===== config.mk =====
export PLATFORM = sky130hd
export DESIGN_NAME = matrix_multiply
export DESIGN_NICKNAME = d
export VERILOG_FILES = /design/src/hw/rtl/mm_pkg.sv /design/src/hw/rtl/mm_ram.sv /design/src/hw/rtl/mm_seq.sv /design/src/hw/rtl/mm_mac.sv /design/src/hw/rtl/matrix_multiply.sv
export SDC_FILE = /design/constraint.sdc
export NUM_CORES = 2
export LEC_CHECK = 0
export BUFFER_PORTS_ARGS = -buffer_cell sky130_fd_sc_hd__buf_2
export CAP_MARGIN = 20
export CORE_UTILIZATION = 45
export CTS_CLUSTER_DIAMETER = 200
export CTS_CLUSTER_SIZE = 24
export DETAILED_ROUTE_END_ITERATION = 7
export PLACE_DENSITY = 0.71
export SYNTH_ARGS = -nofsm -noshare
export SYNTH_HDL_FRONTEND = slang
export SYNTH_SLANG_ARGS = --single-unit

===== constraint.sdc =====
create_clock -name clock -period 6.6 [get_ports clock]
set_input_delay 0.99 -clock clock [delete_from_list [all_inputs] [get_ports clock]]
set_output_delay 0.99 -clock clock [all_outputs]
set_load 0.05 [all_outputs]

===== src/hw/rtl/mm_pkg.sv =====
// Shared constants, types and helpers for the matrix multiply block.
// No dependencies; every other file of the block except mm_ram refers to this package.
`timescale 1ns / 1ps

package mm_pkg;

   localparam int MAX_DIM    = 8;
   localparam int VALUE_BITS = 16;

   localparam int IDX_BITS   = 3;
   localparam int DIM_BITS   = 4;
   localparam int OUT_BITS   = 36;
   localparam int PROD_BITS  = 2 * VALUE_BITS;
   localparam int DEPTH      = MAX_DIM * MAX_DIM;
   localparam int ADDR_BITS  = (DEPTH > 1) ? $clog2(DEPTH) : 1;

   localparam int CSR_ADDR_BITS = 4;
   localparam int CSR_DATA_BITS = 32;

   // Request codes.
   localparam logic [1:0] REQ_LOAD_A  = 2'd0;
   localparam logic [1:0] REQ_LOAD_B  = 2'd1;
   localparam logic [1:0] REQ_COMPUTE = 2'd2;
   localparam logic [1:0] REQ_NONE    = 2'd3;

   // Register indexes.
   localparam logic [1:0] REG_ROWS_A    = 2'd0;
   localparam logic [1:0] REG_INNER_DIM = 2'd1;
   localparam logic [1:0] REG_COLS_B    = 2'd2;
   localparam logic [1:0] REG_UNUSED    = 2'd3;

   // Control that travels alongside each multiply-accumulate step.
   typedef struct packed {
      logic                first;
      logic                fin;
      logic [IDX_BITS-1:0] row;
      logic [IDX_BITS-1:0] col;
      logic                last;
   } tag_type;

   // Out-of-range dimensions are used as the nearest legal value.
   function automatic logic [DIM_BITS-1:0] clamp_dim(input logic [DIM_BITS-1:0] d);
      logic [DIM_BITS-1:0] r;
      if (d == '0) begin
         r = DIM_BITS'(1);
      end else if (d > DIM_BITS'(MAX_DIM)) begin
         r = DIM_BITS'(MAX_DIM);
      end else begin
         r = d;
      end
      return r;
   endfunction

endpackage


===== src/hw/rtl/mm_ram.sv =====
// Generic single-write, single-read synchronous RAM with a registered read port.
// Stand-alone; no package dependencies.
`timescale 1ns / 1ps

module mm_ram #(
   parameter int WIDTH = 16,
   parameter int DEPTH = 64,
   localparam int AW   = (DEPTH > 1) ? $clog2(DEPTH) : 1
) (
   input  logic             clock,
   input  logic             wr_en,
   input  logic [AW-1:0]    wr_addr,
   input  logic [WIDTH-1:0] wr_data,
   input  logic [AW-1:0]    rd_addr,
   output logic [WIDTH-1:0] rd_data
);

   logic [WIDTH-1:0] mem_ff [DEPTH];
   logic [WIDTH-1:0] rd_data_ff;

   always_ff @(posedge clock) begin
      if (wr_en) begin
         mem_ff[wr_addr] <= wr_data;
      end
      rd_data_ff <= mem_ff[rd_addr];
   end

   assign rd_data = rd_data_ff;

endmodule


===== src/hw/rtl/mm_seq.sv =====
// Index sequencer: walks row, column and inner index and issues store reads.
// Depends on mm_pkg.
`timescale 1ns / 1ps

module mm_seq (
   input  logic                             clock,
   input  logic                             reset,
   input  logic                             go,
   input  logic [mm_pkg::DIM_BITS-1:0]      num_rows,
   input  logic [mm_pkg::DIM_BITS-1:0]      num_inner,
   input  logic [mm_pkg::DIM_BITS-1:0]      num_cols,
   output logic                             running,
   output logic                             issue_valid,
   output mm_pkg::tag_type                  issue_tag,
   output logic [mm_pkg::ADDR_BITS-1:0]     addr_a,
   output logic [mm_pkg::ADDR_BITS-1:0]     addr_b
);

   logic                          run_ff, run_in;
   logic [mm_pkg::IDX_BITS-1:0]   i_ff, i_in;
   logic [mm_pkg::IDX_BITS-1:0]   j_ff, j_in;
   logic [mm_pkg::IDX_BITS-1:0]   k_ff, k_in;
   logic                          k_end, j_end, i_end;

   assign k_end = {1'b0, k_ff} == num_inner - mm_pkg::DIM_BITS'(1);
   assign j_end = {1'b0, j_ff} == num_cols  - mm_pkg::DIM_BITS'(1);
   assign i_end = {1'b0, i_ff} == num_rows  - mm_pkg::DIM_BITS'(1);

   always_comb begin
      run_in = run_ff;
      i_in   = i_ff;
      j_in   = j_ff;
      k_in   = k_ff;
      if (run_ff) begin
         if (!k_end) begin
            k_in = k_ff + 1'b1;
         end else begin
            k_in = '0;
            if (!j_end) begin
               j_in = j_ff + 1'b1;
            end else begin
               j_in = '0;
               if (!i_end) begin
                  i_in = i_ff + 1'b1;
               end else begin
                  i_in   = '0;
                  run_in = 1'b0;
               end
            end
         end
      end else if (go) begin
         run_in = 1'b1;
         i_in   = '0;
         j_in   = '0;
         k_in   = '0;
      end
   end

   always_ff @(posedge clock) begin
      if (reset) begin
         run_ff <= 1'b0;
         i_ff   <= '0;
         j_ff   <= '0;
         k_ff   <= '0;
      end else begin
         run_ff <= run_in;
         i_ff   <= i_in;
         j_ff   <= j_in;
         k_ff   <= k_in;
      end
   end

   assign running         = run_ff;
   assign issue_valid     = run_ff;
   assign issue_tag.first = (k_ff == '0);
   assign issue_tag.fin   = k_end;
   assign issue_tag.row   = i_ff;
   assign issue_tag.col   = j_ff;
   assign issue_tag.last  = i_end && j_end;

   // A[i][k] and B[k][j], stored row-major.
   assign addr_a = mm_pkg::ADDR_BITS'(int'(i_ff) * mm_pkg::MAX_DIM + int'(k_ff));
   assign addr_b = mm_pkg::ADDR_BITS'(int'(k_ff) * mm_pkg::MAX_DIM + int'(j_ff));

endmodule


===== src/hw/rtl/mm_mac.sv =====
// Multiply-accumulate datapath: product register, accumulator and result register.
// Depends on mm_pkg.
`timescale 1ns / 1ps

module mm_mac (
   input  logic                               clock,
   input  logic                               reset,
   input  logic                               issue_valid,
   input  mm_pkg::tag_type                    issue_tag,
   input  logic [mm_pkg::VALUE_BITS-1:0]      data_a,
   input  logic [mm_pkg::VALUE_BITS-1:0]      data_b,
   output logic                               out_valid,
   output logic [mm_pkg::IDX_BITS-1:0]        out_row,
   output logic [mm_pkg::IDX_BITS-1:0]        out_col,
   output logic signed [mm_pkg::OUT_BITS-1:0] out_value,
   output logic                               out_last
);

   logic                                v1_ff, v2_ff, v3_ff;
   mm_pkg::tag_type                     tag1_ff, tag2_ff, tag3_ff;
   logic signed [mm_pkg::PROD_BITS-1:0] prod_ff;
   logic signed [mm_pkg::OUT_BITS-1:0]  acc_ff, acc_in, prod_ext;

   // Sign-extend the product to the accumulator width.
   assign prod_ext = mm_pkg::OUT_BITS'(prod_ff);

   always_comb begin
      acc_in = acc_ff;
      if (v2_ff) begin
         acc_in = tag2_ff.first ? prod_ext : acc_ff + prod_ext;
      end
   end

   always_ff @(posedge clock) begin
      if (reset) begin
         v1_ff <= 1'b0;
         v2_ff <= 1'b0;
         v3_ff <= 1'b0;
      end else begin
         v1_ff <= issue_valid;
         v2_ff <= v1_ff;
         v3_ff <= v2_ff && tag2_ff.fin;
      end
   end

   always_ff @(posedge clock) begin
      tag1_ff <= issue_tag;
      tag2_ff <= tag1_ff;
      tag3_ff <= tag2_ff;
      prod_ff <= signed'(data_a) * signed'(data_b);
      acc_ff  <= acc_in;
   end

   assign out_valid = v3_ff;
   assign out_row   = tag3_ff.row;
   assign out_col   = tag3_ff.col;
   assign out_value = acc_ff;
   assign out_last  = tag3_ff.last;

endmodule


===== src/hw/rtl/matrix_multiply.sv =====
// Top level of the matrix multiply block: register port, element stores and datapath.
// Depends on mm_pkg, mm_ram, mm_seq and mm_mac.
`timescale 1ns / 1ps

// Matrix multiply C = A x B on signed Q8.8 elements, with each element of C
// delivered as a full-precision signed Q20.16 sum in 36 bits. A request is
// accepted on a rising edge with start high and busy low. A load of A or B
// writes one element in that single cycle and never raises busy. A compute
// holds busy from the edge that accepts it until its last elements are read,
// taking each size after clamping to 1..8, because one multiply-accumulate
// unit reads one element of A and one of B per cycle from the two element
// memories. Results pass the store read, product and accumulator registers,
// one element of C per inner_dim products, in row-major order, with rsp_last set on
// the final one. Each result is shown for exactly one cycle with rsp_valid high;
// there is no way to hold a result off, so the receiver must take every transfer
// as it comes. The dimension registers are read continuously and should only be
// written while no compute is running or draining. Every element of A and B that
// a compute reads must have been loaded first; the stores are not cleared.

module matrix_multiply (
   input  logic                                clock,
   input  logic                                reset,

   input  logic                                start,
   output logic                                busy,
   input  logic [1:0]                          req_type,
   input  logic [mm_pkg::IDX_BITS-1:0]         req_row,
   input  logic [mm_pkg::IDX_BITS-1:0]         req_col,
   input  logic signed [mm_pkg::VALUE_BITS-1:0] req_value,

   output logic                                rsp_valid,
   output logic [mm_pkg::IDX_BITS-1:0]         rsp_out_row,
   output logic [mm_pkg::IDX_BITS-1:0]         rsp_out_col,
   output logic signed [mm_pkg::OUT_BITS-1:0]  rsp_out_value,
   output logic                                rsp_last,

   input  logic                                psel,
   input  logic                                penable,
   input  logic                                pwrite,
   input  logic [mm_pkg::CSR_ADDR_BITS-1:0]    paddr,
   input  logic [mm_pkg::CSR_DATA_BITS-1:0]    pwdata,
   output logic [mm_pkg::CSR_DATA_BITS-1:0]    prdata,
   output logic                                pready
);

   // ------------------------------------------------------------------
   // Configuration registers
   // ------------------------------------------------------------------
   logic [mm_pkg::DIM_BITS-1:0] rows_a_ff, inner_dim_ff, cols_b_ff;
   logic                        csr_write;
   logic [1:0]                  csr_index;

   assign pready    = 1'b1;
   assign csr_write = psel && penable && pwrite;
   assign csr_index = paddr[3:2];

   always_ff @(posedge clock) begin
      if (reset) begin
         rows_a_ff    <= mm_pkg::DIM_BITS'(mm_pkg::MAX_DIM);
         inner_dim_ff <= mm_pkg::DIM_BITS'(mm_pkg::MAX_DIM);
         cols_b_ff    <= mm_pkg::DIM_BITS'(mm_pkg::MAX_DIM);
      end else if (csr_write) begin
         unique case (csr_index)
            mm_pkg::REG_ROWS_A:    rows_a_ff    <= pwdata[mm_pkg::DIM_BITS-1:0];
            mm_pkg::REG_INNER_DIM: inner_dim_ff <= pwdata[mm_pkg::DIM_BITS-1:0];
            mm_pkg::REG_COLS_B:    cols_b_ff    <= pwdata[mm_pkg::DIM_BITS-1:0];
            default: ;
         endcase
      end
   end

   always_comb begin
      unique case (csr_index)
         mm_pkg::REG_ROWS_A:    prdata = mm_pkg::CSR_DATA_BITS'(rows_a_ff);
         mm_pkg::REG_INNER_DIM: prdata = mm_pkg::CSR_DATA_BITS'(inner_dim_ff);
         mm_pkg::REG_COLS_B:    prdata = mm_pkg::CSR_DATA_BITS'(cols_b_ff);
         default:               prdata = '0;
      endcase
   end

   // ------------------------------------------------------------------
   // Request decode
   // ------------------------------------------------------------------
   logic                          accept;
   logic                          in_range;
   logic                          load_a, load_b, go;
   logic [mm_pkg::ADDR_BITS-1:0]  wr_addr;
   logic [mm_pkg::VALUE_BITS-1:0] wr_data;

   assign accept   = start && !busy;
   assign in_range = ({1'b0, req_row} < mm_pkg::DIM_BITS'(mm_pkg::MAX_DIM)) &&
                     ({1'b0, req_col} < mm_pkg::DIM_BITS'(mm_pkg::MAX_DIM));
   assign load_a   = accept && in_range && (req_type == mm_pkg::REQ_LOAD_A);
   assign load_b   = accept && in_range && (req_type == mm_pkg::REQ_LOAD_B);
   assign go       = accept && (req_type == mm_pkg::REQ_COMPUTE);
   assign wr_addr  = mm_pkg::ADDR_BITS'(int'(req_row) * mm_pkg::MAX_DIM + int'(req_col));
   assign wr_data  = req_value;

   // ------------------------------------------------------------------
   // Sequencer. Loads are refused while it runs, so a write and a read of
   // the same entry never meet in one cycle; a compute accepted right after
   // a load already sees the written value.
   // ------------------------------------------------------------------
   logic                          running;
   logic                          issue_valid;
   mm_pkg::tag_type               issue_tag;
   logic [mm_pkg::ADDR_BITS-1:0]  addr_a, addr_b;

   mm_seq u_seq (
      .clock       (clock),
      .reset       (reset),
      .go          (go),
      .num_rows    (mm_pkg::clamp_dim(rows_a_ff)),
      .num_inner   (mm_pkg::clamp_dim(inner_dim_ff)),
      .num_cols    (mm_pkg::clamp_dim(cols_b_ff)),
      .running     (running),
      .issue_valid (issue_valid),
      .issue_tag   (issue_tag),
      .addr_a      (addr_a),
      .addr_b      (addr_b)
   );

   assign busy = running;

   // ------------------------------------------------------------------
   // Element stores for A and B.
   // ------------------------------------------------------------------
   logic [mm_pkg::VALUE_BITS-1:0] data_a, data_b;

   mm_ram #(
      .WIDTH (mm_pkg::VALUE_BITS),
      .DEPTH (mm_pkg::DEPTH)
   ) u_store_a (
      .clock   (clock),
      .wr_en   (load_a),
      .wr_addr (wr_addr),
      .wr_data (wr_data),
      .rd_addr (addr_a),
      .rd_data (data_a)
   );

   mm_ram #(
      .WIDTH (mm_pkg::VALUE_BITS),
      .DEPTH (mm_pkg::DEPTH)
   ) u_store_b (
      .clock   (clock),
      .wr_en   (load_b),
      .wr_addr (wr_addr),
      .wr_data (wr_data),
      .rd_addr (addr_b),
      .rd_data (data_b)
   );

   // ------------------------------------------------------------------
   // Multiply-accumulate and result register. Tags ride with the data, so
   // a new compute may start while the previous one is still draining.
   // ------------------------------------------------------------------
   mm_mac u_mac (
      .clock       (clock),
      .reset       (reset),
      .issue_valid (issue_valid),
      .issue_tag   (issue_tag),
      .data_a      (data_a),
      .data_b      (data_b),
      .out_valid   (rsp_valid),
      .out_row     (rsp_out_row),
      .out_col     (rsp_out_col),
      .out_value   (rsp_out_value),
      .out_last    (rsp_last)
   );

endmodule


==> results.txt <==
----------------------------------------------------
[Synthesis]
  Top cells by area, synth ... edfxtp_1 (66%), mux4_2 (16%), fa_1 (5.6%), dfxtp_1 (2.4%), ha_1 (1.6%)
  Top cell type's share of synthesized area ... 66.3%
  Fraction of synthesis flops using an asynchronous set or reset pin ... 0%
  Complex-gate fraction of the synthesized area ... 1.57%
  Area share of and/or/nand/nor cells after synthesis ... 3.15%
  Proportion of synthesized chip area in sequential cells ... 68.7%
  Flip-flop cell with the highest count after synthesis ... edfxtp_1
  Area share of xor/xnor cells in the synthesized design ... 0.658%
  Number of synthesized flops with an enable pin ... 2084
  Library cells used by synthesis ... 62
  Adder and majority cell fraction of the synthesized area ... 7.22%
  Dominant combinational cell family by area after synthesis ... multiplexers
  Synthesized netlist cell count ... 4775
  Library cell with the largest summed area after synthesis ... edfxtp_1
  Synthesized flop and latch total ... 2198
  Netlist area before placement ... 94400 µm²
  Avg Inst Size Synth ... 19.8 µm²
  Count of yosys warnings during synthesis ... 0
  Multiplexer share of the synthesized area ... 16.2%

[Timing]
  Post-route fraction of the period consumed by the critical path ... 95.7%
  Actual transition at the worst max-transition pin ... 1130 ps
  Final setup violation count ... 0
  Minimum clock period after layout ... 6320 ps
  Sum Neg Setup Slack ... 0 ps
  Skew final ... 45.4 ps
  Max-slew violation count ... 0
  Remaining max-slew budget at the tightest pin ... 24.9%
  Max Fclk ... 0.158 GHz
  Number of endpoints with negative hold slack in the final report ... 0
  RSZ-0062 raised after global routing ... no
  Min Hold Slack ... 334 ps

[Power]
  Pwr dens ... 324 nW/µm²
  Leakage power figure ... 0.0329 µW
  Maximum resistive drop on vdd ... 0.000511 V

[Cells and area]
  Layout filler cell count ... 16500
  Fraction of layout cells with a size suffix above 1 ... 21.8%
  Non-filler instance count after layout ... 7787
  Util after Layout ... 48.9%
  Post-layout nets ... 5393
  Area growth, synth to finish ... 7.75%

[Routing]
  Via/cell ratio ... 5.78
  Total wire length ... 206000 µm
  Drt wl/cell ... 26.4 µm
  DR vias ... 45000
  Iteration-0 DRC Markers ... 4717
  Post-route ant nets ... 0
  Number of iterations in the first detailed-routing pass ... 5
  Remaining design rule violation count ... 0

[Hold path]
  Hold Crit Class ... flop to flop
  Worst Hold Endpoint ... u_mac.tag2_ff[1]
  Min-Delay Path Depth ... 0
  Critical hold path startpoint ... u_mac.tag1_ff[1]

[Floorplanning]
  Die extent in x ... 460 µm
  Top Ports ... 144
  Area inside the core boundary ... 208000 µm²
  Die boundary height ... 460 µm
  Initial core utilization ... 45.4%
  Row count ... 167
  Die Area ... 212000 µm²

[Critical path]
  Worst endpoint data arrival time ... 7050 ps
  Worst reg2reg path endpoint ... u_mac.prod_ff[31]
  CP Launch Type ... flop
  Reg2Reg Launch Point ... u_store_b.rd_data[4]
  Setup slack of the most critical reg-to-reg path ... 280 ps
  Worst EP required ... 7330 ps
  Path type of the worst setup path ... flop to flop
  Highest fanout seen on the critical path ... 16
  CP endpoint kind ... flop
  Length in cells of the worst reg-to-reg path ... 20

[Place]
  Final weighted congestion of routability-driven global placement ... 0.846
  Half-perimeter wire length after placement ... 127000 µm
  Cell count after placement ... 7625
  Number of port buffers ... 84

[Clocking]
  H-tree depth reported by CTS ... 3
  TritonCTS buffer count ... 101
  Count of clock tree sinks ... 2198
  Number of buffers inserted by hold repair at cts ... 0
  Worst skew pair latency ... 790 ps
  CTS max path bufs ... 3
  CTS tree ... yes
  Worst-path clk slew ... 100 ps
  Clock Tree Root ... clkbuf_16
  Post-CTS Repair Setup Buffers ... 0

[Global routing]
  Via count of the first global-routing pass ... 45600
  First-pass GRT wire length ... 303000 µm
  Remaining global-route overflow ... 0
  Maximum number of pins on one net before global-route repair ... 143
  All-layer global routing usage ... 19.5%
  Antenna violations before repair ... 26

[Outcome]
  Run status ... finished clean

[Run]
  Number of maximum-capacitance constraint violations ... 0

----------------------------------------------------
[cell type report]
| class | instances | area [µm²] | share of cell area (%) |
|---|---|---|---|
| clock inverters | 7 | 111 | 0.109 |
| flip-flops and latches | 2198 | 64900 | 63.8 |
| repair buffers | 274 | 1970 | 1.94 |
| diodes | 12 | 30.0 | 0.0295 |
| well taps | 2788 | 3490 | 3.43 |
| inverters | 325 | 1220 | 1.20 |
| multi-input cells | 2040 | 27300 | 26.9 |
| clock buffers | 143 | 2710 | 2.66 |
[how the worst max path moves through the flow]
stage,from,end,slack (ps)
after floorplan,u_store_a.rd_data[15],u_mac.prod_ff[30],810
after global placement,u_store_b.rd_data[2],u_mac.prod_ff[31],270
after detailed placement,u_store_b.rd_data[2],u_mac.prod_ff[31],290
after CTS,u_store_b.rd_data[2],u_mac.prod_ff[31],280
after global routing,u_store_a.rd_data[12],u_mac.prod_ff[30],1
final,u_store_b.rd_data[4],u_mac.prod_ff[31],280
[flip-flops by register name (all words and copies together), names as in the netlist]
register,flops
u_store_a.mem_ff,1024
u_store_b.mem_ff,1024
u_mac.out_value,36
u_mac.prod_ff,32
u_store_a.rd_data,16
u_store_b.rd_data,16
u_mac.tag1_ff,9
u_mac.tag2_ff,9
cols_b_ff,4
inner_dim_ff,4
rows_a_ff,4
u_mac.out_col,3
u_mac.out_row,3
u_seq.i_ff,3
u_seq.j_ff,3
u_seq.k_ff,3
u_mac.out_last,1
u_mac.out_valid,1
u_mac.v1_ff,1
u_mac.v2_ff,1
u_seq.issue_valid,1
[cells by family (layout without fill, tap and decap cells)]
logic type,after synthesis,after routing
simple gates,631,631
xor+xnor,71,71
buf+inv,564,749
other cells,2,41
fa+ha+maj,387,387
flops,2198,2198
compound gates,232,232
mux,690,690
[timing repair]
action,in CTS,in global routing
resized for setup,0,5
setup endpoints to repair,0,3
endpoints found under the hold margin,0,0
[layer usage]
metal  GRT usage [%]  part of all wire [%]  up-vias
met3            3.01                   8.3      192
met5               0                 0.020        -
li1                -                     -    18900
met4            4.52                   1.7        6
met1            28.2                    41    24200
met2            31.4                    49     1793
[worst max-delay path: stages, from the launching register on]
cell and delay, ps:
dfxtp_1 720, nand2_1 250, fa_1 560, inv_1 50
fa_1 470, fa_1 520, fa_1 510, fa_1 490
inv_1 50, fa_1 470, inv_1 40, ha_1 340
a21o_1 190, a21oi_1 190, nand2_1 80, nor2_1 130
a21oi_1 120, nor3_1 440, nor3_1 180, or3_1 400
nand3_1 80
[power by group]
part / internal, µW / switching (µW) / leakage, µW / total [µW]
combinational: 4490 / 5770 / 0.0119 / 10300
clock: 2880 / 4120 / 0.00136 / 7000
sequential: 15600 / 137 / 0.0197 / 15700
[synthesized netlist by cell type (4+ instances only)]
cell / count
xor2_1: 27
nand4_1: 4
o21ai_0: 65
o21a_1: 11
or3_1: 6
buf_4: 35
ha_1: 124
nor2b_1: 17
o211ai_1: 11
a31oi_1: 7
mux4_2: 672
nand3_1: 22
nand2_1: 194
a211o_1: 6
a211oi_1: 10
a21o_1: 28
buf_2: 49
nor2_1: 193
nor4b_1: 4
and2_1: 128
mux2i_1: 15
a21oi_1: 59
edfxtp_1: 2084
xnor2_1: 44
nand3b_1: 7
nor3b_1: 4
clkbuf_1: 116
nor3_1: 16
buf_6: 6
dfxtp_1: 114
and3_1: 9
buf_1: 33
nand2b_1: 16
inv_1: 324
fa_1: 263
o21bai_1: 10
[cells in the final DEF (no fill, tap or decap), types with 6 or more instances in the layout]
master / n
nor2_1: 192
edfxtp_1: 2084
o211ai_1: 11
o21a_1: 11
nor3_1: 16
clkbuf_1: 41
xnor2_1: 44
mux4_2: 672
a211oi_1: 10
a21o_1: 28
ha_1: 124
fa_1: 263
nand3_1: 22
dfxtp_2: 7
diode_2: 12
mux2i_1: 15
nand2b_1: 16
o21ai_0: 65
or3_1: 6
nor2b_1: 17
nand3b_1: 7
buf_12: 7
buf_2: 68
and3_1: 9
conb_1: 29
a211o_1: 6
a21oi_1: 59
o21bai_1: 10
nand2_1: 194
inv_1: 322
buf_4: 199
dfxtp_4: 6
clkbuf_16: 102
and2_1: 128
a31oi_1: 7
xor2_1: 27
dfxtp_1: 101
[per-stage QoR]
stage / area, µm² / setup slack (ps) / power (µW)
after floorplan: 94500 / 813 / 24100
after global placement: 98900 / 271 / 26100
after detailed placement: 98900 / 294 / 26200
after CTS: 102000 / 277 / 33100
after global routing: 102000 / 1.37 / 35000
final: 102000 / 281 / 33000
Power figures use the tool's default switching activity.
